--- config.mk ---
export PLATFORM = sky130hd
export DESIGN_NAME = dense_graph_shortest_path_core
export DESIGN_NICKNAME = d
export VERILOG_FILES = /design/src/sv/dgsp_pkg.sv /design/src/sv/dense_graph_shortest_path_core.sv
export SDC_FILE = /design/constraint.sdc
export NUM_CORES = 1
export LEC_CHECK = 0
export BUFFER_PORTS_ARGS = -buffer_cell sky130_fd_sc_hd__buf_2
export CORE_ASPECT_RATIO = 0.75
export CORE_MARGIN = 2
export CORE_UTILIZATION = 45
export CTS_BUF_LIST = sky130_fd_sc_hd__clkbuf_8 sky130_fd_sc_hd__clkbuf_16
export DETAILED_ROUTE_END_ITERATION = 8
export HOLD_SLACK_MARGIN = 0.1
export PLACE_DENSITY_LB_ADDON = 0.12
export SYNTH_ARGS = -nofsm -noshare
export SYNTH_HDL_FRONTEND = slang
export SYNTH_SLANG_ARGS = --single-unit
--- constraint.sdc ---
create_clock -name clk -period 6.7 [get_ports clk]
set_input_delay 0.335 -clock clk [delete_from_list [all_inputs] [get_ports clk]]
set_output_delay 0.335 -clock clk [all_outputs]
set_load 0.02 [all_outputs]
--- src/sv/dgsp_pkg.sv ---
`timescale 1ns / 1ps
// Package for the dense graph shortest path core: word types, codes and constants.
// Depends on nothing; imported by dense_graph_shortest_path_core and its testbench.
package dgsp_pkg;

	localparam int VERTICES_DEF = 8;
	localparam int IDX_W        = 3;
	localparam int WEIGHT_W     = 14;

	localparam logic [WEIGHT_W-1:0] NO_EDGE = 14'd10000;

	localparam logic ACT_LOAD = 1'b0;
	localparam logic ACT_RUN  = 1'b1;

	typedef struct packed {
		logic                action;
		logic [IDX_W-1:0]    row;
		logic [IDX_W-1:0]    col;
		logic [WEIGHT_W-1:0] edge_weight;
		logic [IDX_W-1:0]    start_vertex;
	} cmd_t;

	typedef struct packed {
		logic [IDX_W-1:0]    vertex;
		logic [WEIGHT_W-1:0] path_length;
		logic                last;
	} result_t;

endpackage

--- src/sv/dense_graph_shortest_path_core.sv ---
`timescale 1ns / 1ps
// Dense graph shortest path core: weight matrix in a synchronous RAM, shortest path sequencer.
// Depends on dgsp_pkg.
//
//   channel   signals              direction   handshake
//   command   start, busy, cmd     in          taken when start is high and busy is low
//   result    strobe, result       out         one word per cycle while strobe is high
//
// A load word is written to the matrix in the cycle it is taken; loads follow back to back.
// A run takes VERTICES passes, one matrix row per pass read through the single RAM read port,
// then VERTICES result words, last one marked.
// Reset clears the control state only; matrix entries are undefined until loaded.
// The receiver cannot stall; busy falls as the final result word goes out, so the next
// word can be taken in that cycle.
module dense_graph_shortest_path_core #(
	parameter int VERTICES = dgsp_pkg::VERTICES_DEF
) (
	input  logic             clk,
	input  logic             arst_n,
	input  logic             start,
	output logic             busy,
	input  dgsp_pkg::cmd_t   cmd,
	output logic             strobe,
	output dgsp_pkg::result_t result
);
	import dgsp_pkg::*;

	localparam int VW = (VERTICES > 1) ? $clog2(VERTICES) : 1;
	localparam int CW = $clog2(VERTICES + 1);
	localparam int AW = 2 * VW;
	localparam int MD = 1 << AW;

	typedef enum logic [2:0] {
		S_IDLE = 3'b001,
		S_PASS = 3'b010,
		S_EMIT = 3'b100
	} state_t;

	typedef logic [VW-1:0] idx_t;

	state_t              state_q;
	logic [CW-1:0]       cnt_q;
	idx_t                pass_q;
	idx_t                u_q;
	logic [WEIGHT_W-1:0] du_q;
	idx_t                min_idx_q;
	logic [WEIGHT_W-1:0] min_val_q;
	logic [VERTICES-1:0] settled_q;
	logic [WEIGHT_W-1:0] dist_q [VERTICES];
	logic                valid_s1;
	idx_t                w_s1;
	logic [WEIGHT_W-1:0] rd_s1;
	logic                strobe_q;
	result_t             result_q;

	logic [WEIGHT_W-1:0] mem [MD];

	logic                accept;
	logic                load_we;
	logic                run_go;
	logic [AW-1:0]       wr_addr;
	logic [AW-1:0]       rd_addr;
	logic [WEIGHT_W-1:0] wr_data;
	logic                issue;
	idx_t                cnt_idx;
	logic [WEIGHT_W:0]   sum;
	logic [WEIGHT_W-1:0] cand;
	logic [WEIGHT_W-1:0] old_d;
	logic [WEIGHT_W-1:0] new_d;
	logic                better;
	idx_t                min_idx_next;
	logic [WEIGHT_W-1:0] min_val_next;
	logic                pass_end;

	assign busy    = (state_q != S_IDLE);
	assign accept  = start && (state_q == S_IDLE);
	assign load_we = accept && (cmd.action == ACT_LOAD) && (32'(cmd.row) < VERTICES)
		&& (32'(cmd.col) < VERTICES);
	assign run_go  = accept && (cmd.action == ACT_RUN) && (32'(cmd.start_vertex) < VERTICES);
	assign wr_addr = {VW'(cmd.row), VW'(cmd.col)};
	assign wr_data = (cmd.edge_weight > NO_EDGE) ? NO_EDGE : cmd.edge_weight;
	assign cnt_idx = cnt_q[VW-1:0];
	assign issue   = (state_q == S_PASS) && (cnt_q < CW'(VERTICES));
	assign rd_addr = {u_q, cnt_idx};

	always_ff @(posedge clk) begin
		if (load_we) begin
			mem[wr_addr] <= wr_data;
		end
		rd_s1 <= mem[rd_addr];
	end

	always_comb begin
		sum   = {1'b0, du_q} + {1'b0, rd_s1};
		cand  = (sum >= {1'b0, NO_EDGE}) ? NO_EDGE : sum[WEIGHT_W-1:0];
		old_d = dist_q[w_s1];
		if (pass_q == '0) begin
			new_d = (w_s1 == u_q) ? '0 : rd_s1;
		end else if (settled_q[w_s1]) begin
			new_d = old_d;
		end else begin
			new_d = (cand < old_d) ? cand : old_d;
		end
		better       = valid_s1 && !settled_q[w_s1] && (new_d < min_val_q);
		min_idx_next = better ? w_s1 : min_idx_q;
		min_val_next = better ? new_d : min_val_q;
		pass_end     = valid_s1 && (w_s1 == VW'(VERTICES - 1));
	end

	always_ff @(posedge clk) begin
		if (valid_s1) begin
			dist_q[w_s1] <= new_d;
		end
		w_s1 <= cnt_idx;
		if (state_q == S_EMIT) begin
			result_q.vertex      <= IDX_W'(cnt_idx);
			result_q.path_length <= dist_q[cnt_idx];
			result_q.last        <= (cnt_idx == VW'(VERTICES - 1));
		end
		if (run_go) begin
			u_q  <= VW'(cmd.start_vertex);
			du_q <= '0;
		end else if (pass_end && (pass_q != VW'(VERTICES - 1))) begin
			u_q  <= min_idx_next;
			du_q <= min_val_next;
		end
	end

	always_ff @(posedge clk or negedge arst_n) begin
		if (!arst_n) begin
			state_q   <= S_IDLE;
			cnt_q     <= '0;
			pass_q    <= '0;
			min_idx_q <= '0;
			min_val_q <= '1;
			settled_q <= '0;
			valid_s1  <= 1'b0;
			strobe_q  <= 1'b0;
		end else begin
			valid_s1 <= issue;
			strobe_q <= (state_q == S_EMIT);
			case (state_q)
				S_IDLE: begin
					if (run_go) begin
						state_q   <= S_PASS;
						cnt_q     <= '0;
						pass_q    <= '0;
						min_idx_q <= '0;
						min_val_q <= '1;
						for (int i = 0; i < VERTICES; i++) begin
							settled_q[i] <= (VW'(i) == VW'(cmd.start_vertex));
						end
					end
				end
				S_PASS: begin
					if (issue) begin
						cnt_q <= cnt_q + 1'b1;
					end
					if (pass_end) begin
						cnt_q     <= '0;
						min_idx_q <= '0;
						min_val_q <= '1;
						if (pass_q == VW'(VERTICES - 1)) begin
							state_q <= S_EMIT;
						end else begin
							pass_q                  <= pass_q + 1'b1;
							settled_q[min_idx_next] <= 1'b1;
						end
					end else begin
						min_idx_q <= min_idx_next;
						min_val_q <= min_val_next;
					end
				end
				S_EMIT: begin
					cnt_q <= cnt_q + 1'b1;
					if (cnt_idx == VW'(VERTICES - 1)) begin
						state_q <= S_IDLE;
						cnt_q   <= '0;
					end
				end
				default: begin
					state_q <= S_IDLE;
				end
			endcase
		end
	end

	assign strobe = strobe_q;
	assign result = result_q;

	// Result words only follow a period of being busy.
	a_strobe_after_busy: assert property (@(posedge clk) disable iff (!arst_n)
		strobe |-> $past(busy))
		else $error("result word issued while the core was idle");

	// The words of one run are contiguous.
	a_run_contiguous: assert property (@(posedge clk) disable iff (!arst_n)
		(strobe && !result.last) |=> strobe)
		else $error("gap inside the result words of a run");

	// Nothing follows the final word of a run.
	a_last_ends_run: assert property (@(posedge clk) disable iff (!arst_n)
		(strobe && result.last) |=> !strobe)
		else $error("result word after the final word of a run");

	// A valid run command makes the core busy.
	a_run_goes_busy: assert property (@(posedge clk) disable iff (!arst_n)
		(start && !busy && (cmd.action == ACT_RUN) && (32'(cmd.start_vertex) < VERTICES))
		|=> busy)
		else $error("run command taken without the core turning busy");

endmodule

; ---- After elaboration in Yosys (flattened, before gate mapping)
; Memory sizes are Yosys's and may differ from the RTL's. A register that Yosys moved wholly into a read port is not among the register bits.
; Index checks and enable logic that the tools add are counted.
[word_totals]
regBits = 61
ram_bits = 1008
input_bits = 27
memories = 2
[op_classes]
add_sub_neg = 3
order_cmp = 8
n_eq_ne = 22
n_mux = 41
n_bitwise = 2
n_reduce_logical = 19
[memory_table]
columns = memory, words, width, rd, rd_ports_with_merged_regs, write_ports, line_no
row1 = mem, 64, 14, 1, 1, 1, dense_graph_shortest_path_core.sv:56  ; logic [WEIGHT_W-1:0] mem [MD];
row2 = dist_q, 8, 14, 2, 2, 1, dense_graph_shortest_path_core.sv:49  ; logic [WEIGHT_W-1:0] dist_q [VERTICES];
[ops]
columns = operator, n
row1 = $mux 14, 9
row2 = $mux 3, 11
row3 = $lt 14x14->1, 2
row4 = $pmux 14 s2, 1
row5 = $mux 8, 3
row6 = $mux 4, 4
row7 = $pmux 8 s2, 1
row8 = $add 14x14->15, 1
row9 = $ge 15x14->1 const B, 1
row10 = $gt 14x14->1 const B, 1
row11 = $eq 3x3->1 const A, 4
row12 = $eq 3x3->1 const B, 4
row13 = $pmux 3 s2, 2
row14 = $pmux 4 s3, 1
row15 = $logic_and 1x1->1, 9
row16 = $pmux 3 s3, 1
row17 = $lt 3x4->1 const B, 2
row18 = $or 8x8->8, 1
row19 = $reduce_and 4->1, 2
row20 = $eq 2x3->1 const A, 2
row21 = $logic_not 3->1, 2
row22 = $mux 1, 6
row23 = $ne 2x2->1 const B, 3
row24 = $ne 3x3->1 const B, 2
row25 = 18 further kinds, 20

; ---- Longest topological paths before layout
; Gate-level depths: netlist (run 1).
[logic_depth]
word_depth = 18
depth_mapped = 36

; ---- Worst setup path before layout (run 1)
; No wires, ideal clock.
[synth_timing]
path_type = reg2reg
startpoint = reg du_q[0]
endpoint = reg min_val_q[11]
setup_time_ps = 75
arrival_ps = 7170
path_slack_ps = -545
stages_incl_launch_ff = 36
n_path_buf = 4
synth_period_minus_slack_ps = 7245
path_cell_list = dfxtp_1 ha_1 fa_1 nand3_1 a21oi_1 o211a_1 or2_2 a21bo_2 a21oi_1 buf_2 nand2_1 nor2_1 ha_1 a21o_1 a21o_1 a21o_1 a2111oi_0 o211ai_1 a21o_1 a41o_1 buf_6 buf_6 a221oi_1 inv_1 ha_1 a21o_1 a21o_1 a21oi_1 nor2_1 nor4_1 nand4b_1 nor2b_1 a31oi_4 a21boi_2 buf_2 a2bb2oi_1
[synth_via]
elab_chain_cells = 12
[synth_lines]
columns = element, line_no
row1 = from (decl), dense_graph_shortest_path_core.sv:45  ; logic [WEIGHT_W-1:0] du_q;
row2 = from (signal assigned), dense_graph_shortest_path_core.sv:125  ; du_q <= min_val_next;
row3 = $add 14x14->15 (*), dense_graph_shortest_path_core.sv:94  ; sum = {1'b0, du_q} + {1'b0, rd_s1};
row4 = $ge 15x14->1, dense_graph_shortest_path_core.sv:95  ; cand = (sum >= {1'b0, NO_EDGE}) ? NO_EDGE : sum[WEIGHT_W-1:0];
row5 = $mux 14 (*), dense_graph_shortest_path_core.sv:95
row6 = $lt 14x14->1, dense_graph_shortest_path_core.sv:102  ; new_d = (cand < old_d) ? cand : old_d;
row7 = $mux 14 (*), dense_graph_shortest_path_core.sv:102
row8 = $mux 14 (*), dense_graph_shortest_path_core.sv:99  ; end else if (settled_q[w_s1]) begin
row9 = $mux 14 (*), dense_graph_shortest_path_core.sv:97  ; if (pass_q == '0) begin
row10 = via new_d[7], dense_graph_shortest_path_core.sv:69  ; logic [WEIGHT_W-1:0] new_d;
row11 = $lt 14x14->1 (*), dense_graph_shortest_path_core.sv:104  ; better = valid_s1 && !settled_q[w_s1] && (new_d < min_val_q);
row12 = $logic_and 1x1->1 (*), dense_graph_shortest_path_core.sv:104
row13 = $mux 14 (*), dense_graph_shortest_path_core.sv:106  ; min_val_next = better ? new_d : min_val_q;
row14 = $mux 14 (*), dense_graph_shortest_path_core.sv:159  ; if (pass_end) begin
row15 = $pmux 14 s2 (*), dense_graph_shortest_path_core.sv:142  ; case (state_q)
row16 = to (signal assigned), dense_graph_shortest_path_core.sv:171  ; min_val_q <= min_val_next;
row17 = to (decl), dense_graph_shortest_path_core.sv:47  ; logic [WEIGHT_W-1:0] min_val_q;
; The timed path passes the listed nets; every way through them passes the cells marked *.
; A chain may end at the register's enable or synchronous reset.

; ---- Final worst setup path (run 1)
[layout_timing]
startpoint = reg rd_s1[0], read port of mem
endpoint = reg min_val_q[3]
[layout_via]
elab_chain_cells = 12
word_cells_on_any_way = 13
classes_between = add/sub: 1 / order compare: 3 / mux: 8 / reduce/logical: 1
[layout_lines]
columns = element, line_no
row1 = from (decl), dense_graph_shortest_path_core.sv:52  ; logic [WEIGHT_W-1:0] rd_s1;
row2 = $add 14x14->15, dense_graph_shortest_path_core.sv:94
row3 = $ge 15x14->1, dense_graph_shortest_path_core.sv:95
row4 = $mux 14, dense_graph_shortest_path_core.sv:95
row5 = $lt 14x14->1, dense_graph_shortest_path_core.sv:102
row6 = $mux 14, dense_graph_shortest_path_core.sv:102
row7 = $mux 14, dense_graph_shortest_path_core.sv:99
row8 = $mux 14 (*), dense_graph_shortest_path_core.sv:97
row9 = $lt 14x14->1, dense_graph_shortest_path_core.sv:104
row10 = $logic_and 1x1->1, dense_graph_shortest_path_core.sv:104
row11 = $mux 14 (*), dense_graph_shortest_path_core.sv:106
row12 = $mux 14 (*), dense_graph_shortest_path_core.sv:159
row13 = $pmux 14 s2 (*), dense_graph_shortest_path_core.sv:142
; Every way passes the cells marked *; elsewhere a longest branch is shown, timed or not.

==> run_results.csv, run 1 <==
group,metric,value,unit
outcome,status,"finished with violations",
outcome,violations,"setup timing",
yosys,avgSynthCellArea,20.9,µm²
yosys,synth_fp_nets,2216,
grt,top_usage_layer,"met1",
pwr,vdd_drop_max,0.231,mV
sta,fin_crit,7010,ps
place,place.gp.congestion,0.891,
sta,worst_pin_slew,1290,ps
grt,grt_max_degree,98,
grt,met3_usage,5.28,%
finish,multi_input_area,12400,µm²
floorplan,die-area,102000,µm²
clocking,cts_tree,"done",
routing,firstDrtPassIters,5,
setup_path,worst_ep_required_time,7310,ps
sta,clock.fmax,143,MHz
routing,drc,0,
clocking,insertion_delay,700,ps
setup_path,crit_top_cell,"buf_4",
pwr,share_comb_of_total_power,1.2,%
pwr,power_switching,2.72,mW
sta,timing.hold.ws,216,ps
floorplan,ios,47,
sta,fin_crit_sh,105,%
yosys,async_flop_share,3.37,%
finish,layout-drive-gt1-share,37.8,%
grt,grt_usage,22.5,%
routing,routed_wl,114000,µm
sta,relSlewSlack,13.5,%
yosys,syn_inst,2143,
yosys,synth_edf_count,1029,
setup_path,slowest_stage,"fa_2",
clocking,path_clk_slew,60,ps
pwr,powerDensity,261,nW/µm²
finish,fin_cells,3837,
clocking,cts_htree_levels,3,
setup_path,cp.arrival,7610,ps
yosys,syn_area,44700,µm²
clocking,root_buffer,"clkbuf_16",
sta,finalSetupViolations,42,
sta,finalHoldViolCount,0,
sta,setup_tns,-9030,ps
floorplan,dieHeight,277,µm
finish,seq_area,32500,µm²
clocking,clockBufferDepth,3,
setup_path,cp-start-kind,"flip-flop",
setup_path,rr_worst_depth,38,
finish,fillerInstances,7792,
place,dp_cells,3585,
floorplan,die_x,368,µm
pwr,p_int,10.9,mW
routing,vias,22800,
pwr,p_total,13.7,mW
setup_path,worstSetupPathType,"flip-flop to flip-flop",
yosys,yosys_most_used_dff,"edfxtp_1",
place,dpl.hpwl,72300,µm
grt,grt_pass1_vias,22800,
place,io_buffers,46,
routing,ant_nets,0,
setup_path,r2r_setup_slack,-310,ps
floorplan,coreArea,98800,µm²
pwr,sw_frac_of_total,19.9,%
clocking,cts_buffers,107,
sta,worst_slack,-308,ps
floorplan,fp-row-count,100,
sta,skew,26.8,ps
routing,drtIter0Drc,2481,
finish,fin_nets,2490,
min_path,hold_path.class,"input port to flip-flop",
grt,grtUsageMet2,29.7,%
routing,routed_via_density,5.95,
place,place_ws,-321,ps
pwr,leakage,17.1,nW
grt,grt_overflow,0,
yosys,seq_area_frac_synth,72.6,%
job,drv_cap,0,
grt,grt_first_pass_wirelength,164000,µm
pwr,p_seq_share,54.8,%
grt,antenna_found_initial,11,
setup_path,crit_fanout,5,
yosys,synthDistinctLibCells,79,
sta,grt_setup_unrepaired,"true",
floorplan,initial_core_util,45.2,%
yosys,ys_warn_count,0,
pwr,p_clk_share,44.0,%
yosys,ys_ff_latch,1097,
setup_path,critical_path.max_stage_delay,420,ps
setup_path,end_kind,"flip-flop",
sta,drv_slew,0,
routing,wl_per_cell,29.6,µm
min_path,whs_path_depth,4,
finish,syn_to_final_growth,17.3,%
clocking,cts_sinks,1097,
grt,grt_use_met1,37.9,%
[metrics by stage]
stage                     util, %  area [µm²]
after floorplan                 -       44800
after global placement       48.4       47800
after detailed placement     48.4       47800
after CTS                    52.6       52000
after global routing         53.1       52400
final                        53.1       52400
[synth_stat cells, drive strengths merged, types with 5 or more instances]
cell / count / area [µm²]
inv: 39 / 146
nand3: 14 / 70.1
a31oi: 6 / 52.6
nand2b: 13 / 81.3
a21o: 18 / 135
xnor2: 9 / 78.8
a221oi: 7 / 67.6
mux4: 352 / 7930
buf: 47 / 205
a32oi: 14 / 123
dfxtp: 31 / 621
and2: 11 / 68.8
dfstp: 15 / 394
clkbuf: 69 / 259
edfxtp: 1029 / 30900
nand2: 39 / 151
mux2i: 16 / 160
nor2: 122 / 458
nor3: 9 / 56.3
or2: 6 / 37.5
ha: 45 / 563
a2bb2oi: 8 / 70.1
dfrtp: 22 / 551
mux2: 23 / 267
o21ai: 30 / 150
o22a: 7 / 61.3
a21oi: 32 / 171
and3: 8 / 51.3
nor4: 10 / 75.1
nand4: 11 / 68.8
o21a: 5 / 37.5
o41ai: 6 / 67.6
nor2b: 7 / 43.8
[flip-flops by register name, summed over array words and instances (netlist names)]
| register | flops |
|---|---|
| mem | 896 |
| dist_q | 112 |
| result | 18 |
| du_q | 14 |
| min_val_q | 14 |
| rd_s1 | 14 |
| settled_q | 8 |
| cnt_q | 4 |
| min_idx_q | 3 |
| pass_q | 3 |
| state_q | 3 |
| u_q | 3 |
| w_s1 | 3 |
| strobe | 1 |
| valid_s1 | 1 |
[final timing paths]
check | start | endpoint
setup / recovery | rd_s1[0]$_DFF_P_ | min_val_q[3]$_DFFE_PN1P_
hold / removal | start | state_q[1]$_DFFE_PN0P_
setup reg to reg | rd_s1[0]$_DFF_P_ | min_val_q[3]$_DFFE_PN1P_
hold reg to reg | settled_q[5]$_DFFE_PN0P_ | settled_q[5]$_DFFE_PN0P_
max in group asynchronous | arst_n | cnt_q[2]$_DFFE_PN0P_
min in group asynchronous | arst_n | cnt_q[1]$_DFFE_PN0P_
[cells in the final DEF (no fill, tap or decap), drive strengths merged, types with 22 or more instances in the layout]
cell type  synthesis  final
nand2             39     39
ha                45     45
nor2             122    122
o21ai             30     30
clkbuf            69    114
a21oi             32     32
mux2              23     23
inv               39     64
dfrtp             22     22
edfxtp          1029   1029
buf               47    275
mux4             352    352
clkinv             0     47
dfxtp             31     31
[power by group through the flow]
| stage | Combinational, mW | Clock (mW) | Sequential [mW] |
|---|---|---|---|
| 2_1_floorplan | 0.0631 | 0 | 7.64 |
| 3_3_place_gp | 0.149 | 0 | 7.64 |
| 5_1_grt | 0.180 | 6.42 | 7.49 |
| 4_1_cts | 0.166 | 6.14 | 7.49 |
| 3_5_place_dp | 0.163 | 0 | 7.64 |
| 6_report | 0.165 | 6.01 | 7.49 |
[final cells by class]
cell class | instances | share of cell area, %
Timing Repair Buffer | 281 | 4.29
Clock buffer | 113 | 5.31
Multi-Input combinational cell | 891 | 23.6
Sequential cell | 1097 | 62.0
Inverter | 39 | 0.279
Tap cell | 1326 | 3.16
Antenna cell | 1 | 0.00477
Clock inverter | 89 | 1.45
[cell families (layout without fill, tap and decap cells)]
| group | Yosys count | count (layout) | share of synthesized area (%) |
|---|---|---|---|
| XOR/XNOR | 11 | 11 | 0.215 |
| AO/OA/AOI/OAI | 170 | 170 | 2.83 |
| flip-flops | 1097 | 1097 | 72.6 |
| adder cells (fa/ha/maj) | 46 | 46 | 1.30 |
| other | 0 | 1 | 0 |
| buffers and inverters | 155 | 522 | 1.37 |
| AND/OR/NAND/NOR | 273 | 273 | 3.02 |
| multiplexers | 391 | 391 | 18.7 |
[layer usage]
metal  up-vias  share of wire (%)
met5         -                  0
met4         0                1.4
met3       123                8.1
met2       812                 41
met1     12300                 49
li1       9585                  -
[what timing repair did]
item,in CTS,in global routing
endpoints found under the setup margin,42,50
pin swaps,14,39
gates cloned,5,1
endpoints found under the hold margin,29,0
resized for setup,48,67
setup buffers,29,10
hold buffers,4,0
[worst max-delay path, delay by kind of cell, from the launching register on]
family	cells	cell delay, ps
compound gates	13	2570
fa+ha+maj	3	860
buf+inv	17	2310
flops	1	340
simple gates	5	840
No activity file was read; power rests on OpenSTA's default activity.
==> inputs of run 2 (changes only) <==
--- a/config.mk
+++ b/config.mk
@@ -7,12 +7,13 @@
 export LEC_CHECK = 0
 export BUFFER_PORTS_ARGS = -buffer_cell sky130_fd_sc_hd__buf_2
 export CORE_ASPECT_RATIO = 0.75
-export CORE_MARGIN = 2
 export CORE_UTILIZATION = 45
 export CTS_BUF_LIST = sky130_fd_sc_hd__clkbuf_8 sky130_fd_sc_hd__clkbuf_16
 export DETAILED_ROUTE_END_ITERATION = 8
 export HOLD_SLACK_MARGIN = 0.1
 export PLACE_DENSITY_LB_ADDON = 0.12
+export REMOVE_ABC_BUFFERS = 1
+export SLEW_MARGIN = 0
 export SYNTH_ARGS = -nofsm -noshare
 export SYNTH_HDL_FRONTEND = slang
 export SYNTH_SLANG_ARGS = --single-unit
==> run 2 against run 1 <==
The run still ends with setup timing left. Highest routed layer unchanged. Count of clock-buffer cells in the layout is 1 higher. Power increased by 1.1%. Combinational power barely moved. Maximum frequency rose by 1.5%. Sequential share of layout area decreased by 0.17 points. Die area shrank 1.3%. Register-to-register slack gained 110 ps. Utilization rose by 0.69 points. Cell count up 0.65%.
==> run_results.csv, run 2 (synthesis results as in run 1) <==
group,metric,value,unit
grt,met3_usage,4.66,%
pwr,vdd_drop_max,0.210,mV
outcome,status,"finished with violations",
clocking,cts_sinks,1097,
place,io_buffers,46,
finish,layout-drive-gt1-share,39.0,%
routing,ant_nets,0,
routing,vias,22900,
setup_path,crit_fanout,8,
floorplan,fp-row-count,99,
place,dpl.hpwl,73000,µm
floorplan,die_x,366,µm
setup_path,end_kind,"flip-flop",
sta,grt_setup_unrepaired,"true",
routing,routed_via_density,5.93,
pwr,leakage,17.2,nW
sta,drv_slew,0,
finish,top_register,"mem",
clocking,cts_buffers,107,
routing,routed_wl,113000,µm
setup_path,cp.arrival,7480,ps
setup_path,worst_ep_required_time,7280,ps
routing,drc,0,
sta,timing.hold.ws,267,ps
setup_path,cp-start-kind,"flip-flop",
pwr,p_total,13.8,mW
clocking,cts_htree_levels,3,
finish,layout_commonest_cell,"edfxtp_1",
finish,largest_register_ffs,896,
grt,top_usage_layer,"met1",
sta,skew,19.0,ps
clocking,insertion_delay,700,ps
setup_path,r2r_setup_slack,-200,ps
pwr,powerDensity,263,nW/µm²
grt,grt_overflow,0,
min_path,hold_path.class,"input port to flip-flop",
floorplan,coreArea,97900,µm²
clocking,clockBufferDepth,3,
clocking,path_clk_slew,60,ps
grt,grt_max_degree,92,
sta,finalSetupViolations,50,
finish,final_core_util,53.7,%
setup_path,worstSetupPathType,"flip-flop to flip-flop",
finish,most-common-layout-cells,"edfxtp_1, mux4_2, buf_4, nor2_1, clkbuf_16",
sta,fin_crit_sh,103,%
job,drv_cap,0,
sta,relSlewSlack,9.90,%
setup_path,critical_path.max_stage_delay,390,ps
grt,grtUsageMet2,29.7,%
floorplan,die-area,101000,µm²
sta,worst_pin_slew,1350,ps
sta,fin_crit,6900,ps
outcome,violations,"setup timing",
grt,grt_first_pass_wirelength,161000,µm
grt,grt_usage,22.5,%
grt,grt_pass1_vias,22400,
sta,clock.fmax,145,MHz
finish,fin_nets,2527,
place,place.gp.congestion,0.879,
floorplan,dieHeight,275,µm
grt,antenna_found_initial,13,
routing,firstDrtPassIters,6,
clocking,root_buffer,"clkbuf_16",
routing,drtIter0Drc,2674,
grt,grt_use_met1,38.1,%
finish,syn_to_final_growth,17.6,%
setup_path,slowest_stage,"nor4_4",
clocking,cts_tree,"done",
routing,wl_per_cell,29.2,µm
sta,finalHoldViolCount,0,
sta,worst_slack,-202,ps
floorplan,initial_core_util,45.7,%
floorplan,ios,47,
## run 2: cell types whose count changed in the layout (fill, tap and decap cells not counted), moves of 4 or more
| cell | previous run | this run |
|---|---|---|
| a21oi_2 | 4 | 8 |
| buf_16 | 4 | 0 |
| a221oi_4 | 7 | 3 |
| inv_1 | 54 | 48 |
| buf_4 | 212 | 246 |
| inv_2 | 8 | 2 |
| buf_6 | 4 | 11 |
| inv_6 | 1 | 6 |
## run 2: per-layer routing
metal	vias to the layer above	part of all wire (%)
li1	9650	-
met5	-	0
met2	810	41
met1	12300	50
met3	127	8.2
met4	0	1.4
## run 2: report_power, final
group	switching [mW]	leakage (nW)	internal (mW)
Sequential	0	9.63	7.49
Clock	2.61	1.83	3.55
Combinational	0.142	5.73	0.0207
## run 2: area by class of cell
class	instances	area, µm²
Multi-Input combinational cell	893	12300
Clock inverter	89	808
Tap cell	1313	1640
Timing Repair Buffer	316	2390
Antenna cell	1	2.50
Clock buffer	114	2820
Inverter	39	146
Sequential cell	1097	32500
Fill cell	7629	45300
## run 2: worst max-delay path, delay by kind of cell (launching register included)
| family | cells | cell delay (ps) |
|---|---|---|
| AOI/OAI and AO/OA | 13 | 2600 |
| and+or+nand+nor | 9 | 1500 |
| adders and majority gates | 4 | 1120 |
| buffers and inverters | 8 | 1110 |
| DFF | 1 | 340 |
| muxes | 1 | 100 |
## run 2: worst paths after layout
check                                      from                       end  cells after the start
max                        du_q[0]$_SDFFE_PP0P_  settled_q[0]$_DFFE_PN0P_                     35
min                                      cmd[9]      mem[63][6]$_DFFE_PP_                      2
max reg2reg                du_q[0]$_SDFFE_PP0P_  settled_q[0]$_DFFE_PN0P_                     35
min reg2reg                du_q[0]$_SDFFE_PP0P_      du_q[0]$_SDFFE_PP0P_                      2
max in group asynchronous                arst_n      cnt_q[1]$_DFFE_PN0P_                      2
min in group asynchronous                arst_n          strobe$_DFF_PN0_                      2
## run 2: timing repair
item	CTS	global route
hold buffers	5	0
pin swaps	27	31
setup endpoints to repair	42	50
resized for setup	66	62
hold endpoints to repair	38	0
buffers inserted	38	10
cloned	2	2
## run 2: through the flow
step / setup TNS [ps] / std cells / area [µm²] / worst slack, ps
final: -6160 / 3862 / 52600 / -202
after detailed placement: -36370 / 3604 / 47900 / -955
after CTS: -32.9 / 3851 / 52200 / -17.3
after global placement: -21900 / 3604 / 47900 / -595
after global routing: -19070 / 3861 / 52600 / -468
after floorplan: -191840 / 2027 / 44300 / -4650
==> inputs of run 3 (changes only) <==
--- a/config.mk
+++ b/config.mk
@@ -6,10 +6,11 @@
 export NUM_CORES = 1
 export LEC_CHECK = 0
 export BUFFER_PORTS_ARGS = -buffer_cell sky130_fd_sc_hd__buf_2
-export CORE_ASPECT_RATIO = 0.75
+export CORE_ASPECT_RATIO = 1.25
 export CORE_UTILIZATION = 45
 export CTS_BUF_LIST = sky130_fd_sc_hd__clkbuf_8 sky130_fd_sc_hd__clkbuf_16
 export DETAILED_ROUTE_END_ITERATION = 8
+export GPL_TIMING_DRIVEN = 1
 export HOLD_SLACK_MARGIN = 0.1
 export PLACE_DENSITY_LB_ADDON = 0.12
 export REMOVE_ABC_BUFFERS = 1
==> run 3 against run 2 <==
The flow still finishes with violations (setup timing). Design area down 0.94%. Non-clock buffer count down 57. Worst hold slack worse by 55 ps. Highest routed layer is now met5.
==> run_results.csv, run 3 (synthesis results as in run 1) <==
group,metric,value,unit
outcome,status,"finished with violations",
outcome,violations,"setup timing",
pwr,vdd_drop_max,0.221,mV
routing,routed_wl,105000,µm
setup_path,cp-start-kind,"flip-flop",
routing,ant_nets,0,
floorplan,fp-row-count,128,
pwr,leakage,17.0,nW
sta,grt_setup_unrepaired,"true",
routing,wl_met1,42300,µm
setup_path,crit_top_cell,"buf_4",
min_path,whs_path_depth,2,
grt,antenna_found_initial,3,
floorplan,die-area,101000,µm²
routing,firstDrtPassIters,5,
setup_path,r2r_setup_slack,-30,ps
sta,drv_slew,0,
setup_path,r2r-start,"rd_s1[0]$_DFF_P_",
sta,fin_crit,6730,ps
floorplan,initial_core_util,45.6,%
routing,routed_via_density,5.76,
floorplan,coreArea,98000,µm²
finish,most-common-layout-cells,"edfxtp_1, mux4_2, buf_4, nor2_1, clkbuf_16",
clocking,cts_buffers,108,
min_path,hold_path.class,"input port to flip-flop",
finish,fin_nets,2471,
setup_path,critical_path.max_stage_delay,390,ps
job,drv_cap,0,
grt,grt_overflow,0,
finish,seq_area,32500,µm²
setup_path,worst_ep_required_time,7120,ps
routing,top_layer_used,"met5",
finish,multi_input_area,12100,µm²
floorplan,ios,47,
routing,vias,21800,
finish,insertedDiodeCount,0,
floorplan,die_x,284,µm
setup_path,slowest_stage,"fa_2",
clocking,root_buffer,"clkbuf_16",
routing,wl_met2,56000,µm
min_path,hold-path-endpoint,"mem[20][11]$_DFFE_PP_",
clocking,cts_tree,"done",
place,io_buffers,46,
sta,clock.fmax,149,MHz
routing,drtIter0Drc,1733,
routing,wl_met3,3260,µm
setup_path,crit_fanout,8,
clocking,clockBufferDepth,3,
pwr,p_total,14.1,mW
routing,wl_per_cell,27.6,µm
sta,relSlewSlack,11.0,%
routing,drc,0,
sta,skew,30.0,ps
floorplan,dieHeight,354,µm
finish,layout_commonest_cell,"edfxtp_1",
finish,syn_to_final_growth,16.5,%
place,place_ws,-669,ps
finish,top_register,"mem",
setup_path,crit_buf_inv,9,
grt,grt_pass1_vias,23400,
sta,finalHoldViolCount,0,
sta,worst_slack,-32.8,ps
sta,worst_pin_slew,1330,ps
grt,grt_max_degree,94,
finish,fillerInstances,7673,
sta,timing.hold.ws,212,ps
setup_path,critPathTopFamily,"compound AO/OA/AOI/OAI gates",
sta,setup_tns,-88.4,ps
clocking,cts_htree_levels,3,
pwr,powerDensity,270,nW/µm²
sta,finalSetupViolations,3,
clocking,insertion_delay,680,ps
finish,largest_register_ffs,896,
sta,fin_crit_sh,100,%
clocking,path_clk_slew,60,ps
place,dpl.hpwl,67500,µm
setup_path,rr_worst_depth,34,
grt,grt_first_pass_wirelength,156000,µm
setup_path,end_kind,"flip-flop",
grt,grt_usage,21.2,%
place,place.gp.congestion,0.918,
setup_path,r2r_end,"u_q[2]$_DFFE_PP_",
setup_path,cp.arrival,7160,ps
clocking,cts_sinks,1097,
finish,layout-drive-gt1-share,36.8,%
setup_path,worstSetupPathType,"flip-flop to flip-flop",
min_path,hp-start,"cmd[14]",
[run 3: repair_timing]
| action | in CTS | in global routing |
|---|---|---|
| setup buffers | 16 | 5 |
| endpoints found under the setup margin | 42 | 42 |
| endpoints found under the hold margin | 27 | 0 |
| gates resized for setup | 47 | 24 |
| cloned | 2 | 0 |
| hold buffers | 4 | 0 |
| pin swaps | 21 | 10 |
[run 3: cell type report]
cell class                      instances  area share, %
Inverter                               39          0.281
Clock inverter                         93           1.94
Clock buffer                          112           5.38
Timing Repair Buffer                  259           3.73
Sequential cell                      1097           62.4
Multi-Input combinational cell        893           23.2
Tap cell                             1300           3.12
[run 3: how the worst max path moves through the flow]
stage | start | end | slack, ps | cells past startpoint
floorplan | cnt_q[0]$_DFFE_PN0P_ | rd_s1[0]$_DFF_P_ | -4650 | 3
global placement | du_q[0]$_SDFFE_PP0P_ | du_q[3]$_SDFFE_PP0P_ | -570 | 32
detailed placement | du_q[0]$_SDFFE_PP0P_ | du_q[10]$_SDFFE_PP0P_ | -670 | 32
CTS | rd_s1[0]$_DFF_P_ | u_q[2]$_DFFE_PP_ | 9 | 35
global route | rd_s1[0]$_DFF_P_ | u_q[2]$_DFFE_PP_ | -330 | 32
finish | rd_s1[0]$_DFF_P_ | u_q[2]$_DFFE_PP_ | -30 | 34
[run 3: per-layer routing]
| layer | vias up | GRT usage, % |
|---|---|---|
| met2 | 447 | 38.3 |
| met4 | 4 | 6.63 |
| met3 | 173 | 2.34 |
| met1 | 11700 | 26.7 |
| met5 | - | 0 |
| li1 | 9523 | - |
[run 3: power breakdown]
| group | total (mW) | leakage (nW) | switching, mW | internal, mW |
|---|---|---|---|---|
| combinational | 0.143 | 5.42 | 0.126 | 0.0162 |
| sequential | 7.50 | 9.63 | 0 | 7.50 |
| clock | 6.42 | 1.92 | 2.58 | 3.84 |
| total | 14.1 | 17.0 | 2.70 | 11.4 |
[run 3: through the flow]
step | cell area (µm²) | util (%) | instances
5_1_grt | 52100 | 53.2 | 3793
3_3_place_gp | 47700 | 48.7 | 3561
4_1_cts | 51900 | 53.0 | 3788
2_1_floorplan | 44300 | - | 2027
6_report | 52100 | 53.2 | 3793
3_5_place_dp | 47700 | 48.7 | 3561
